$ cat src/rtl/core/lpr_pkg.sv
// shared widths, word layouts and structs for the line pixel rasteriser
package lpr_pkg;

    localparam int COORD_BITS = 16;
    localparam int CW         = COORD_BITS;
    localparam int PW         = COORD_BITS - 1;
    localparam int EW         = COORD_BITS + 1;

    localparam int IN_RAW_W   = 8 + 4 * CW + 32;
    localparam int IN_DATA_W  = ((IN_RAW_W + 7) / 8) * 8;
    localparam int OUT_RAW_W  = 2 * PW + 32 + 7;
    localparam int OUT_DATA_W = ((OUT_RAW_W + 7) / 8) * 8;

    localparam logic OP_LOAD = 1'b0;
    localparam logic OP_TICK = 1'b1;

    localparam logic ST_PIXEL  = 1'b0;
    localparam logic ST_REJECT = 1'b1;

    typedef struct packed {
        logic                 operation;
        logic signed [7:0]    window;
        logic signed [CW-1:0] start_x;
        logic signed [CW-1:0] start_y;
        logic signed [CW-1:0] end_x;
        logic signed [CW-1:0] end_y;
        logic [31:0]          color;
    } t_item;

    typedef struct packed {
        logic          status;
        logic [PW-1:0] pixel_x;
        logic [PW-1:0] pixel_y;
        logic [31:0]   pixel_color;
        logic [6:0]    pixel_window;
        logic          last_pixel;
    } t_result;

    // handshake between the pipeline stages
    typedef struct packed {
        logic fire;
        logic res_valid;
    } t_ctrl;

endpackage

$ cat src/rtl/core/lpr_in_stage.sv
// input register: unpacks and holds one incoming word
module lpr_in_stage (
    input  logic                         i_clk,
    input  logic                         i_rst_n,
    input  logic                         i_valid,
    output logic                         o_ready,
    input  logic [lpr_pkg::IN_DATA_W-1:0] i_data,
    input  logic                         i_user,
    input  logic                         i_advance,
    output logic                         o_valid,
    output lpr_pkg::t_item               o_item
);
    import lpr_pkg::*;

    logic   r_valid;
    t_item  r_item;
    t_item  n_item;

    assign o_ready = !r_valid || i_advance;

    always_comb begin
        n_item.operation = i_user;
        n_item.window    = $signed(i_data[7:0]);
        n_item.start_x   = $signed(i_data[8 +: CW]);
        n_item.start_y   = $signed(i_data[8 + CW +: CW]);
        n_item.end_x     = $signed(i_data[8 + 2 * CW +: CW]);
        n_item.end_y     = $signed(i_data[8 + 3 * CW +: CW]);
        n_item.color     = i_data[8 + 4 * CW +: 32];
    end

    always_ff @(posedge i_clk) begin
        if (!i_rst_n) begin
            r_valid <= 1'b0;
        end else if (o_ready) begin
            r_valid <= i_valid;
        end
    end

    always_ff @(posedge i_clk) begin
        if (o_ready && i_valid) begin
            r_item <= n_item;
        end
    end

    assign o_valid = r_valid;
    assign o_item  = r_item;

endmodule

$ cat src/rtl/core/lpr_engine.sv
// line state: a load word sets up the line, a tick word makes one error-term step
module lpr_engine (
    input  logic            i_clk,
    input  logic            i_rst_n,
    input  logic            i_fire,
    input  lpr_pkg::t_item  i_item,
    output logic            o_res_valid,
    output lpr_pkg::t_result o_result
);
    import lpr_pkg::*;

    logic                 r_active;
    logic [PW-1:0]        r_col, r_row, r_goal_col, r_goal_row, r_dx;
    logic signed [CW-1:0] r_ndy;
    logic [1:0]           r_signs;
    logic signed [EW-1:0] r_err;
    logic [31:0]          r_color;
    logic [6:0]           r_win;

    logic                 n_active;
    logic [PW-1:0]        n_col, n_row, n_goal_col, n_goal_row, n_dx;
    logic signed [CW-1:0] n_ndy;
    logic [1:0]           n_signs;
    logic signed [EW-1:0] n_err;
    logic [31:0]          n_color;
    logic [6:0]           n_win;

    logic                 reject, last, col_step, row_step;
    logic [PW-1:0]        x0, y0, x1, y1, dy;
    logic signed [EW:0]   e2;
    logic signed [EW+1:0] err_sum;

    always_comb begin
        x0 = i_item.start_x[PW-1:0];
        y0 = i_item.start_y[PW-1:0];
        x1 = i_item.end_x[PW-1:0];
        y1 = i_item.end_y[PW-1:0];
        reject = i_item.window[7] | i_item.start_x[CW-1] | i_item.start_y[CW-1]
               | i_item.end_x[CW-1] | i_item.end_y[CW-1];
        dy = (y1 >= y0) ? (y1 - y0) : (y0 - y1);

        e2       = {r_err, 1'b0};
        col_step = e2 >= $signed({{2{r_ndy[CW-1]}}, r_ndy});
        row_step = e2 <= $signed({3'b000, r_dx});
        err_sum  = $signed({{2{r_err[EW-1]}}, r_err})
                 + (col_step ? $signed({{3{r_ndy[CW-1]}}, r_ndy}) : '0)
                 + (row_step ? $signed({4'b0000, r_dx}) : '0);

        n_active   = r_active;
        n_col      = r_col;
        n_row      = r_row;
        n_goal_col = r_goal_col;
        n_goal_row = r_goal_row;
        n_dx       = r_dx;
        n_ndy      = r_ndy;
        n_signs    = r_signs;
        n_err      = r_err;
        n_color    = r_color;
        n_win      = r_win;
        o_res_valid = 1'b0;
        o_result    = '0;

        if (i_item.operation == OP_LOAD) begin
            o_res_valid = 1'b1;
            if (reject) begin
                n_active            = 1'b0;
                o_result.status     = ST_REJECT;
                o_result.last_pixel = 1'b1;
            end else begin
                n_col      = x0;
                n_row      = y0;
                n_goal_col = x1;
                n_goal_row = y1;
                n_dx       = (x1 >= x0) ? (x1 - x0) : (x0 - x1);
                n_ndy      = -$signed({1'b0, dy});
                n_signs    = {!(y0 < y1), !(x0 < x1)};
                n_err      = $signed({2'b00, n_dx}) - $signed({2'b00, dy});
                n_color    = i_item.color;
                n_win      = i_item.window[6:0];
            end
        end else if (r_active) begin
            o_res_valid = 1'b1;
            if (col_step) begin
                n_col = r_signs[0] ? (r_col - 1'b1) : (r_col + 1'b1);
            end
            if (row_step) begin
                n_row = r_signs[1] ? (r_row - 1'b1) : (r_row + 1'b1);
            end
            n_err = err_sum[EW-1:0];
        end

        last = (n_col == n_goal_col) && (n_row == n_goal_row);
        if (o_res_valid && !(i_item.operation == OP_LOAD && reject)) begin
            n_active              = !last;
            o_result.status       = ST_PIXEL;
            o_result.pixel_x      = n_col;
            o_result.pixel_y      = n_row;
            o_result.pixel_color  = n_color;
            o_result.pixel_window = n_win;
            o_result.last_pixel   = last;
        end
    end

    always_ff @(posedge i_clk) begin
        if (!i_rst_n) begin
            r_active <= 1'b0;
        end else if (i_fire) begin
            r_active <= n_active;
        end
    end

    always_ff @(posedge i_clk) begin
        if (i_fire) begin
            r_col      <= n_col;
            r_row      <= n_row;
            r_goal_col <= n_goal_col;
            r_goal_row <= n_goal_row;
            r_dx       <= n_dx;
            r_ndy      <= n_ndy;
            r_signs    <= n_signs;
            r_err      <= n_err;
            r_color    <= n_color;
            r_win      <= n_win;
        end
    end

endmodule

$ cat src/rtl/core/lpr_out_stage.sv
// output register: holds a result word until the sink takes it
module lpr_out_stage (
    input  logic                          i_clk,
    input  logic                          i_rst_n,
    input  lpr_pkg::t_ctrl                i_ctrl,
    input  lpr_pkg::t_result              i_result,
    input  logic                          i_ready,
    output logic                          o_valid,
    output logic [lpr_pkg::OUT_DATA_W-1:0] o_data,
    output logic                          o_user,
    output logic                          o_last
);
    import lpr_pkg::*;

    logic    r_valid;
    t_result r_res;

    always_ff @(posedge i_clk) begin
        if (!i_rst_n) begin
            r_valid <= 1'b0;
        end else if (i_ctrl.fire && i_ctrl.res_valid) begin
            r_valid <= 1'b1;
        end else if (i_ready) begin
            r_valid <= 1'b0;
        end
    end

    always_ff @(posedge i_clk) begin
        if (i_ctrl.fire && i_ctrl.res_valid) begin
            r_res <= i_result;
        end
    end

    assign o_valid = r_valid;
    assign o_user  = r_res.status;
    assign o_last  = r_res.last_pixel;
    assign o_data  = {{(OUT_DATA_W - OUT_RAW_W){1'b0}}, r_res.pixel_window,
                      r_res.pixel_color, r_res.pixel_y, r_res.pixel_x};

endmodule

$ cat src/rtl/core/line_pixel_rasterizer.sv
// line pixel rasteriser top level: input register, stepping engine, output register
// a result word is worked out by the engine from the input register and held in the output register
// throughput: one word per cycle while the output register has room, set by the error-term add and compares
//   that update the line state in the engine stage
// a tick while idle is consumed and gives no result word
// reset: i_rst_n synchronous, active low; clears both stage valids and the active line
module line_pixel_rasterizer (
    input  logic                           i_clk,
    input  logic                           i_rst_n,
    // input words
    input  logic                           s_axis_tvalid,
    output logic                           s_axis_tready,
    // window[7:0], start_x, start_y, end_x, end_y (COORD_BITS each), color[31:0]
    input  logic [lpr_pkg::IN_DATA_W-1:0]  s_axis_tdata,
    // operation: 0 load, 1 tick
    input  logic                           s_axis_tuser,
    // result words
    output logic                           m_axis_tvalid,
    input  logic                           m_axis_tready,
    // pixel_x, pixel_y (COORD_BITS-1 each), pixel_color[31:0], pixel_window[6:0], zero pad
    output logic [lpr_pkg::OUT_DATA_W-1:0] m_axis_tdata,
    // status: 0 pixel, 1 rejected
    output logic                           m_axis_tuser,
    // last_pixel: end point or rejection
    output logic                           m_axis_tlast
);
    import lpr_pkg::*;

    logic    item_valid;
    t_item   item;
    t_result result;
    t_ctrl   ctrl;
    logic    fire;
    logic    res_valid;

    // the engine advances whenever it holds a word and the output register has room
    assign fire = item_valid && (!m_axis_tvalid || m_axis_tready);
    assign ctrl = '{fire: fire, res_valid: res_valid};

    lpr_in_stage u_in (
        .i_clk     (i_clk),
        .i_rst_n   (i_rst_n),
        .i_valid   (s_axis_tvalid),
        .o_ready   (s_axis_tready),
        .i_data    (s_axis_tdata),
        .i_user    (s_axis_tuser),
        .i_advance (fire),
        .o_valid   (item_valid),
        .o_item    (item)
    );

    // state update and pixel selection for one word
    lpr_engine u_engine (
        .i_clk       (i_clk),
        .i_rst_n     (i_rst_n),
        .i_fire      (fire),
        .i_item      (item),
        .o_res_valid (res_valid),
        .o_result    (result)
    );

    lpr_out_stage u_out (
        .i_clk    (i_clk),
        .i_rst_n  (i_rst_n),
        .i_ctrl   (ctrl),
        .i_result (result),
        .i_ready  (m_axis_tready),
        .o_valid  (m_axis_tvalid),
        .o_data   (m_axis_tdata),
        .o_user   (m_axis_tuser),
        .o_last   (m_axis_tlast)
    );

endmodule

$ cat config.mk
export PLATFORM = sky130hd
export DESIGN_NAME = line_pixel_rasterizer
export DESIGN_NICKNAME = d
export VERILOG_FILES = /design/src/rtl/core/lpr_pkg.sv /design/src/rtl/core/lpr_in_stage.sv /design/src/rtl/core/lpr_engine.sv /design/src/rtl/core/lpr_out_stage.sv /design/src/rtl/core/line_pixel_rasterizer.sv
export SDC_FILE = /design/constraint.sdc
export NUM_CORES = 1
export LEC_CHECK = 0
export ABC_AREA = 1
export CORE_MARGIN = 1
export CORE_UTILIZATION = 55
export DETAILED_ROUTE_END_ITERATION = 10
export DONT_BUFFER_PORTS = 1
export PLACE_DENSITY = 0.72
export SLEW_MARGIN = 20
export SYNTH_ARGS = -nofsm -noshare
export SYNTH_HDL_FRONTEND = slang
export SYNTH_SLANG_ARGS = --single-unit
$ cat constraint.sdc
create_clock -name i_clk -period 5.9 [get_ports i_clk]
set_input_delay 0.885 -clock i_clk [delete_from_list [all_inputs] [get_ports i_clk]]
set_output_delay 0.885 -clock i_clk [all_outputs]
set_load 0.1 [all_outputs]
---- After elaboration in Yosys (flattened, before gate mapping) ----
Cells that the tools add are included.
operators by class
  add/subtract/negate cells ............... 12
  $lt $le $gt $ge ......................... 6
  equality and inequality tests ........... 5
  mux-type cells .......................... 35
  bitwise operators ....................... 6
  reduce and logical (&&, ||, !) cells .... 19
operators with widths
  kind                                                count
  2-to-1 mux 15 bit                                   17
  2-to-1 mux 17 bit                                   4
  2-to-1 mux 32 bit                                   2
  subtractor 15 bit                                   4
  adder 17 bit                                        2
  adder 15 x 1 -> 15 bit, second input constant       2
  equality test 15 bit                                2
  >= comparator 15 bit                                2
  less-than comparator 15 bit                         2
  subtractor 15 x 1 -> 15 bit, second input constant  2
  >= comparator 18 x 16 -> 1 bit                      1
  <= comparator 18 x 16 -> 1 bit                      1
  negator 15 -> 16 bit                                1
  subtractor 15 x 15 -> 16 bit                        1
  2-to-1 mux 7 bit                                    2
  2-to-1 mux 1 bit                                    10
  AND reduction 3 bit                                 3
  logical AND 1 bit                                   6
  logical NOT 1 bit                                   6
  != test 2 x 1 -> 1 bit, second input constant       2
  bitwise OR 1 bit                                    4
  nonzero test 2 bit                                  2
  logical OR 1 bit                                    2
  != test 2 bit, second input constant                1
  inverter 1 bit                                      2
storage, ports and cells
  register bits after elaboration ......... 328
  input port bits ......................... 109
  logic and storage cells ................. 109

---- Depth between registers and ports, before layout ----
Gate-level depths: netlist (run 1).
  word-level depth ........................ 10
  mapped depth ............................ 33

---- By module ----
From an unflattened synthesis (run 1), not the netlist that was laid out.
second synthesis, totals
  cells, all modules ...................... 2362
  area total of the unflattened synthesis .. 20902.5 um^2
by module, submodules not included
  module                 instances  cells an instance  area an instance (um^2)
  lpr_engine             1          2165               15476.1
  lpr_in_stage           1          112                3204.3
  lpr_out_stage          1          82                 2205.9
  line_pixel_rasterizer  1          3                  16.3

---- Worst setup path after synthesis (run 1) ----
Ideal clock, no wire load.
  kind .................................... input-to-reg
  start point ............................. in m_axis_tready
  end point ............................... reg u_engine.r_active
  library setup time ...................... 70 ps
  data arrival time ....................... 6136 ps
  slack ................................... -305 ps
  stages .................................. 9
  path buffers ............................ 0
  cells stage by stage .................... inv_1 -> nand2_1 -> nand2_1 -> a21oi_1 -> inv_1 -> nor2_1 -> inv_1 -> o21bai_1 -> a21oi_1
between the ends
  word-level cells in the longest chain between the ends .. 3
RTL lines
  item                           line                         text
  start: declaration             line_pixel_rasterizer.sv:19  input logic m_axis_tready,
  logical OR 1 bit               line_pixel_rasterizer.sv:37  assign fire = item_valid && (!m_axis_tvalid || m_axis_tready);
  logical AND 1 bit              line_pixel_rasterizer.sv:37
  AND reduction 3 bit (no line)  -
  end signal: assignment         lpr_engine.sv:108            r_active <= n_active;
  end: declaration               lpr_engine.sv:12             logic r_active;
Every way passes these cells.
A chain may end at the register's enable or synchronous reset.

---- Worst setup path in the final report (run 1) ----
  start point ............................. reg u_engine.r_err[8]
  end point ............................... reg u_engine.r_err[14], data pin
between the ends
  word-level cells in the longest chain between the ends .. 6
RTL lines
  item                            line               text
  start: declaration              lpr_engine.sv:16   logic signed [EW-1:0] r_err;
  start signal: assignment        lpr_engine.sv:121  r_err <= n_err;
  >= comparator 18 x 16 -> 1 bit  lpr_engine.sv:43   col_step = e2 >= $signed({{2{r_ndy[CW-1]}}, r_ndy});
  2-to-1 mux 17 bit               lpr_engine.sv:46   + (col_step ? $signed({{3{r_ndy[CW-1]}}, r_ndy}) : '0)
  adder 17 bit                    lpr_engine.sv:46
  adder 17 bit *                  lpr_engine.sv:47   + (row_step ? $signed({4'b0000, r_dx}) : '0);
  2-to-1 mux 17 bit *             lpr_engine.sv:81   end else if (r_active) begin
  2-to-1 mux 17 bit *             lpr_engine.sv:63   if (i_item.operation == OP_LOAD) begin
  via u_engine.n_err[14]          lpr_engine.sv:24   logic signed [EW-1:0] n_err;
The timed path passes the listed nets; every way through them passes the cells marked *. The select of a mux whose other input is x is not followed.

==> results of run 1 <==
[metal layers]
layer,wire (um),GRT usage
met2,24280,0.4431
met4,1565,0.1047
met5,46,0
met3,5183,0.08248
met1,23890,0.3925
[final cells by class]
class / instances / area (um^2)
fillers: 3164 / 14300
flip-flops and latches: 328 / 9819
multi-input cells: 1558 / 9181
inverters: 406 / 1529
clock buffers: 40 / 979.7
well taps: 504 / 630.6
clock inverters: 26 / 269.0
repair buffers: 17 / 147.6
diodes: 6 / 15.01
[registers in the layout, summed over array words and instances (netlist names), 16 cells and up]
name,flops
u_in.o_item,105
u_out.o_data,69
u_engine.r_color,32
u_engine.r_err,17
u_engine.r_ndy,16
[per-stage QoR]
stage,cell area [um^2],util,hold WS [ns],worst slack (ns),cells
after floorplan,20780,-,0.5451,1.364,2352
after global placement,21280,0.5771,0.5563,0.8646,2812
after detailed placement,21280,0.5771,0.5599,0.7188,2812
after CTS,22530,0.6110,0.3987,0.7047,2878
after global routing,22560,0.6119,0.4056,0.1888,2882
final,22570,0.6121,0.4191,0.6676,2885
[cell families after synthesis]
group	Yosys count	share of synthesized area
and+or+nand+nor	963	0.2047
buffers and inverters	466	0.08734
xor gates and xnor gates	67	0.02825
DFF	328	0.4727
adders and majority gates	172	0.1119
muxes	4	0.001928
other	1	0.0001805
AOI/OAI and AO/OA	349	0.09294
[power groups by stage]
stage | combinational [mW] | clock (mW) | sequential, mW
2_1_floorplan | 0.962 | 0 | 2.92
3_3_place_gp | 1.27 | 0 | 2.94
3_5_place_dp | 1.27 | 0 | 2.94
4_1_cts | 1.28 | 2.41 | 2.89
5_1_grt | 1.45 | 2.49 | 2.90
6_report | 1.30 | 2.37 | 2.89
[cell usage after synthesis, types with 4 or more instances]
cell	instances	area [um^2]
a21boi_0	4	30.03
a21o_1	9	67.56
a21oi_1	139	695.7
buf_2	16	80.08
buf_4	6	45.04
clkbuf_1	33	123.9
edfxtp_1	325	9759
fa_1	23	460.4
ha_1	149	1864
inv_1	397	1490
inv_2	8	30.03
mux2i_1	4	40.04
nand2_1	471	1768
nand2_2	9	56.30
nand2_4	7	78.83
nand3_1	138	690.7
nand3b_1	5	37.54
nand4_1	14	87.58
nor2_1	214	803.3
nor2_4	4	45.04
nor3_1	13	65.06
nor3_2	4	40.04
o21a_1	4	30.03
o21ai_0	141	705.7
o21ai_1	4	20.02
o21ai_2	6	52.55
o21bai_1	4	30.03
o221ai_1	4	35.03
o22ai_1	7	43.79
o31ai_1	4	30.03
or2_2	70	437.9
xnor2_1	17	148.9
xor2_1	50	437.9
[placed cells by master, fill, tap and decap left out, types with 7 or more instances in the layout]
cell and instances:
nand4_1 14, nor3_1 13, edfxtp_1 325, clkinv_2 10, a21o_1 9, ha_1 149, nand2_1 471, xnor2_1 17
nand2_2 9, or2_2 70, a21oi_1 138, fa_1 23, buf_4 16, o22ai_1 7, nand2_4 7, clkbuf_16 39
inv_2 9, xor2_1 50, inv_1 394, o21ai_0 141, nand3_1 138, nor2_1 213
[how the worst max path moves through the flow]
stage / to / slack (ns) / cells past startpoint
2_1_floorplan: u_engine.r_active / 1.36 / 9
3_3_place_gp: u_engine.r_err[13] / 0.86 / 27
3_5_place_dp: u_engine.r_err[13] / 0.72 / 27
4_1_cts: u_engine.r_err[13] / 0.70 / 27
5_1_grt: u_engine.r_err[14] / 0.19 / 26
6_report: u_engine.r_err[14] / 0.67 / 26
[worst max-delay path, delay by kind of cell (launching register included)]
kind	cells	cell delay (ns)
AO/OA/AOI/OAI	8	1.33
adder cells (fa/ha/maj)	3	1.16
buffers and inverters	1	0.06
AND/OR/NAND/NOR	14	1.97
flip-flops	1	0.42
==> results.cfg, run 1 <==
[status]
status = finished, final reports clean

[critical_path]
rrSetupSlack_ns = 0.67
cp_common_cell = nand2_1
crit_path_max_incr_delay_ns = 0.57
end_kind = flop
crit_required_ns = 6.19
r2r_start = u_engine.r_err[8]
arrival_ns = 5.53
cp_slowest_cell = fa_1
r2r-end = u_engine.r_err[14]
path_class = flop to flop
startpoint_type = flop
worst-r2r-cell-count = 26
crit_fanout = 11
crit_start = u_engine.r_err[8]

[die]
die_area_um2 = 38550
ios = 185
die_w_um = 196.3
core_um2 = 36870
num_rows = 70
start_util = 0.5634
fp.dieH_um = 196.3

[sta]
min_period_over_period = 0.8868
tightestPinTransition_ns = 1.077
slew_headroom = 0.2833
finalCriticalPeriod_ns = 5.232
finalSetupTns_ns = 0
hold_violations = 0
setup_viol = 0
slew_viol_final = 0
fmax_mhz = 191.1
grt_setup_unrepaired = no
clock-skew-final_ns = 0.01588

[power_and_ir_drop]
irDropWorstVdd_mv = 0.2876
leakagePower_nw = 10.32
powerDensity_nw_per_um2 = 290.7
power_frac_seq = 0.441
pwr-share-comb = 0.198
finalPower_mw = 6.561
p_int_mw = 4.569
clkPwrFrac = 0.361
p_switching_mw = 1.992
swShare = 0.3036

[synth]
seq_area_frac_synth = 0.4727
synth_cell_types = 60
synthArstFlopShare = 0
avgSynthCellArea_um2 = 8.839
synth_warnings = 0
syn-instance-count = 2350
ys_ff_latch = 328
synth_ff_type = edfxtp_1
syn-cell-area_um2 = 20770
synth-edff-count = 325

[grt]
grt_start_max_net_pins = 94
overflow = 0
first_global_vias = 15320
antenna_found_initial = 11
grt_pass1_wl_mm = 85.05
grtUsageTotal = 0.2894

[place]
gp_congestion = 0.9894
portBuffers = 0
detailed_place_hpwl_mm = 41.37

[layout]
areaGrowthSynthToFinish_pct = 8.661
fin_nets = 2629
final_layout_size_suffix_gt1_frac = 0.08547

[route]
wl_per_cell_um = 19.05
first_pass_iters = 6
antenna_left = 0
vias = 15820
drt_wl_total_mm = 54.96
drcViolationCount = 0
drt_iter0_markers = 1273
via_per_inst = 5.484

[clock_tree]
cts.repair.resized = 0
cts_buffer_depth = 3
cts_buffers = 37
clk_pin_slew_ns = 0.06
postCtsSetupBuffers = 0
clock_latency_ns = 0.56
tritoncts = done
clock-sinks = 328
h-tree-depth = 2
holdBufCountCts = 0
root_buffer = clkbuf_16

[min_path]
hold_path_end = u_in.o_item[48]
whs_path_depth = 0
min_from = s_axis_tdata[40]
worstHoldPathType = input port to flop

[job]
maxCapViolCount = 0
Note: power is estimated with default switching activity, not from simulation.
==> inputs of run 2 (changes only) <==
--- a/config.mk
+++ b/config.mk
@@ -10,7 +10,7 @@
 export CORE_UTILIZATION = 55
 export DETAILED_ROUTE_END_ITERATION = 10
 export DONT_BUFFER_PORTS = 1
-export PLACE_DENSITY = 0.72
+export PLACE_DENSITY = 0.69
 export SLEW_MARGIN = 20
 export SYNTH_ARGS = -nofsm -noshare
 export SYNTH_HDL_FRONTEND = slang
==> constraint.sdc (replaced) <==
create_clock -name i_clk -period 6.8 [get_ports i_clk]
set_input_delay 1.02 -clock i_clk [delete_from_list [all_inputs] [get_ports i_clk]]
set_output_delay 1.02 -clock i_clk [all_outputs]
set_load 0.1 [all_outputs]
==> results.cfg, run 2 (synthesis results as in run 1) <==
[status]
status = finished, final reports clean

[clock_tree]
holdBufCountCts = 0
cts_buffer_depth = 3
h-tree-depth = 2
clk_pin_slew_ns = 0.06
tritoncts = done
clock_latency_ns = 0.57
postCtsSetupBuffers = 0
clock-sinks = 328
cts_buffers = 38
cts.repair.resized = 0
root_buffer = clkbuf_16

[critical_path]
r2r_start = u_engine.r_err[16]
cp_slowest_cell = nand2_1
worst-r2r-cell-count = 26
arrival_ns = 5.79
crit_fanout = 16
cp.depth = 26
rrSetupSlack_ns = 1.30
cp_common_cell = nand2_1
crit_required_ns = 7.09
cpLargestDelayFamily = simple AND/OR/NAND/NOR gates
end_kind = flop
r2r-end = u_engine.r_err[14]
startpoint_type = flop
crit_path_max_incr_delay_ns = 0.56
path_class = flop to flop
path_buf_inv = 2

[place]
portBuffers = 0
detailed_place_hpwl_mm = 42.11
numPlacedInstances = 2810
gp_congestion = 0.9780
placed_cell_area_um2 = 21290

[route]
wl_per_cell_um = 19.41
drt_iter0_markers = 1309
vias = 16030
drcViolationCount = 0
via_per_inst = 5.566
antenna_left = 0
drt_wl_total_mm = 55.90
first_pass_iters = 8

[grt]
antenna_found_initial = 4
grt_start_max_net_pins = 77
grt_pass1_wl_mm = 86.11
gr-usage-met3 = 0.07118
met2_usage = 0.4574
grtUsageTotal = 0.2931
busiest_layer = met2
overflow = 0
grt_util_met1 = 0.4014
first_global_vias = 15320

[layout]
final_area_um2 = 22510
fin_cells = 2880
fin_nets = 2627
largest_reg_flops = 105
final_layout_size_suffix_gt1_frac = 0.08094
final_cell_mix = 471 x nand2_1, 394 x inv_1, 325 x edfxtp_1, 213 x nor2_1, 149 x ha_1
finalCoreUtilization = 0.6105
final_common_cell = nand2_1
areaGrowthSynthToFinish_pct = 8.373

[sta]
grt_setup_unrepaired = no
fmax_mhz = 181.8
clock-skew-final_ns = 0.02790
hold_violations = 0
finalSetupTns_ns = 0
min_period_over_period = 0.8087
slew_viol_final = 0
finalCriticalPeriod_ns = 5.499
setup_viol = 0
slew_headroom = 0.2393
tightestPinTransition_ns = 1.138

[min_path]
worstHoldPathType = input port to flop
whs_path_depth = 0
min_from = s_axis_tdata[71]
hold_path_end = u_in.o_item[47]

[die]
core_um2 = 36870
num_rows = 70
fp.dieH_um = 196.3
ios = 185
die_area_um2 = 38550
die_w_um = 196.3
start_util = 0.5634

[power_and_ir_drop]
leakagePower_nw = 10.27
powerDensity_nw_per_um2 = 253.1
finalPower_mw = 5.697
irDropWorstVdd_mv = 0.3097

[job]
maxCapViolCount = 0
[run 2: changes by cell type in the layout (fill, tap and decap cells not counted), sizes merged]
cell,change
inv,+1
buf,-3
bufinv,-1
diode,-2
clkbuf,+4
clkinv,-4
[run 2: area by class of cell]
cell class                      count  area [um^2]
Fill cell                        3173        14360
Multi-Input combinational cell   1558         9181
Inverter                          406         1529
Clock inverter                     22        242.7
Antenna cell                        4        10.01
Timing Repair Buffer               14        125.1
Sequential cell                   328         9819
Tap cell                          504        630.6
Clock buffer                       44        973.4
[run 2: how the worst max path moves through the flow]
stage,endpoint,slack (ns),from
floorplan,u_engine.r_active,0.46,m_axis_tready
global placement,u_engine.r_err[13],1.55,u_engine.r_err[16]
detailed placement,u_engine.r_err[14],1.40,u_engine.r_err[16]
CTS,u_engine.r_err[14],1.37,u_engine.r_err[16]
global route,u_engine.r_err[14],0.88,u_engine.r_err[16]
finish,u_engine.r_err[14],1.30,u_engine.r_err[16]
[run 2: metrics by stage]
stage               hold WS (ns)  setup slack (ns)
finish                    0.5490             1.301
global route              0.5230            0.8792
CTS                       0.5187             1.369
detailed placement        0.5617             1.403
global placement          0.5539             1.550
floorplan                 0.5451            0.4596
[run 2: metal layers]
| metal | vias up | wire length (um) | part of all wire |
|---|---|---|---|
| li1 | 7735 | - | - |
| met1 | 7559 | 23990 | 0.43 |
| met2 | 632 | 25030 | 0.45 |
| met3 | 104 | 5294 | 0.095 |
| met4 | 0 | 1590 | 0.028 |
| met5 | - | 0 | 0 |
[run 2: power breakdown]
part | internal, mW | switching, mW
Clock | 1.19 | 0.855
Combinational | 0.370 | 0.777
Sequential | 2.36 | 0.152
==> inputs of run 3 (changes only) <==
==> constraint.sdc (replaced) <==
create_clock -name i_clk -period 5.46 [get_ports i_clk]
set_input_delay 0.819 -clock i_clk [delete_from_list [all_inputs] [get_ports i_clk]]
set_output_delay 0.819 -clock i_clk [all_outputs]
set_load 0.1 [all_outputs]
==> results.cfg, run 3 (synthesis results as in run 1) <==
[layout]
regArea_um2 = 9819
fillerInstances = 3235
final_common_cell = nand2_1
fin_nets = 2630
final_layout_size_suffix_gt1_frac = 0.08253
largest_reg_flops = 105
final_cell_mix = 471 x nand2_1, 394 x inv_1, 325 x edfxtp_1, 213 x nor2_1, 149 x ha_1
multiInputGateArea_um2 = 9181
areaGrowthSynthToFinish_pct = 8.071
final_area_um2 = 22450

[die]
start_util = 0.5634
fp.dieH_um = 196.3
die_w_um = 196.3
die_area_um2 = 38550
num_rows = 70
core_um2 = 36870
ios = 185

[sta]
slew_headroom = 0.2808
grt_setup_unrepaired = no
min_period_over_period = 0.9092
fmax_mhz = 201.4
clock-skew-final_ns = 0.03091
tightestPinTransition_ns = 1.077
setup_viol = 0
hold_violations = 0
whs_ns = 0.3479
slew_viol_final = 0
finalSetupTns_ns = 0
finalCriticalPeriod_ns = 4.964

[critical_path]
crit_required_ns = 5.76
crit_path_max_incr_delay_ns = 0.44
startpoint_type = flop
path_class = flop to flop
crit_fanout = 6
crit_path_end = u_engine.r_err[13]
r2r-end = u_engine.r_err[13]
cp_slowest_cell = edfxtp_1
crit_start = u_engine.r_err[12]
r2r_start = u_engine.r_err[12]
worst-r2r-cell-count = 26
cp_common_cell = nand2_1
end_kind = flop
arrival_ns = 5.27
rrSetupSlack_ns = 0.50

[clock_tree]
root_buffer = clkbuf_16
cts_buffers = 36
clk_pin_slew_ns = 0.06
tritoncts = done
holdBufCountCts = 0
h-tree-depth = 2
clock_latency_ns = 0.56
clock-sinks = 328
cts_buffer_depth = 3

[grt]
overflow = 0
grt_pass1_wl_mm = 85.04
antenna_found_initial = 4
grt_start_max_net_pins = 81
first_global_vias = 15230
grtUsageTotal = 0.2886

[route]
vias = 15760
drt_iter0_markers = 1258
drcViolationCount = 0
wl_per_cell_um = 19.01
drt_wl_total_mm = 54.81
first_pass_iters = 8
via_per_inst = 5.468
antenna_left = 0

[status]
status = finished, final reports clean

[job]
maxCapViolCount = 0

[place]
gp_congestion = 0.9679
detailed_place_hpwl_mm = 41.01
portBuffers = 0
placed_cell_area_um2 = 21300

[power_and_ir_drop]
powerDensity_nw_per_um2 = 307.3
irDropWorstVdd_mv = 0.3250
leakagePower_nw = 10.26

[min_path]
worstHoldPathType = input port to flop
==> run 3: cell count changes in the layout (fill, tap and decap cells not counted), sizes merged <==
cell	change
buf	+5
bufinv	-3
clkbuf	+1
clkinv	+3
clkinvlp	-1
inv	-2
==> run 3: metal layers <==
| metal | part of all wire | GRT usage | wire, um |
|---|---|---|---|
| met4 | 0.027 | 0.08738 | 1501 |
| met1 | 0.44 | 0.3953 | 23980 |
| met3 | 0.089 | 0.07290 | 4896 |
| met2 | 0.45 | 0.4518 | 24440 |
| met5 | 0 | 0 | 0 |
==> run 3: worst min-delay path by stage <==
stage	cells after the start	end	from
2_1_floorplan	2	u_engine.r_color[0]	u_in.o_item[0]
3_3_place_gp	2	u_engine.r_color[24]	u_in.o_item[24]
3_5_place_dp	2	u_engine.r_color[20]	u_in.o_item[20]
4_1_cts	0	u_in.o_item[19]	s_axis_tdata[91]
5_1_grt	0	u_in.o_item[15]	s_axis_tdata[87]
6_report	0	u_in.o_item[54]	s_axis_tdata[46]
==> run 3: layout make-up <==
class	instances	share of cell area
multi-input combinational	1558	0.4090
tap	504	0.02809
antenna	4	0.0004459
inverter	406	0.06811
sequential	328	0.4374
clock inverter	19	0.007134
clock buffer	45	0.04258
timing repair buffer	19	0.007246
==> run 3: worst max-delay path, delay by kind of cell, from the launching register on <==
family                   cells  cell delay (ns)
AND/OR/NAND/NOR             14             1.69
buffers and inverters        2             0.12
adder cells (fa/ha/maj)      4             1.35
AO/OA/AOI/OAI                6             1.10
flip-flops                   1             0.44
==> run 3: where the power goes <==
group | internal [mW] | leakage (nW) | total (mW) | switching, mW
clock | 1.30 | 0.545 | 2.35 | 1.04
sequential | 2.94 | 3.09 | 3.12 | 0.189
combinational | 0.464 | 6.62 | 1.43 | 0.962
total | 4.70 | 10.3 | 6.90 | 2.19
==> run 3: what timing repair did <==
| action | in CTS | in global routing |
|---|---|---|
| setup buffers | 0 | 0 |
| setup endpoints to repair | 0 | 4 |
| gates resized for setup | 0 | 3 |
| hold endpoints to repair | 0 | 0 |
==> run 3: metrics by stage <==
step                setup slack [ns]  cells  total power, mW    util
global placement              0.5506   2814            4.549  0.5775
detailed placement            0.4679   2814            4.567  0.5775
CTS                           0.4556   2878            6.912  0.6078
floorplan                     0.9616   2352            4.191       -
global route                 0.01924   2879            7.187  0.6086
finish                        0.4959   2883            6.898  0.6088
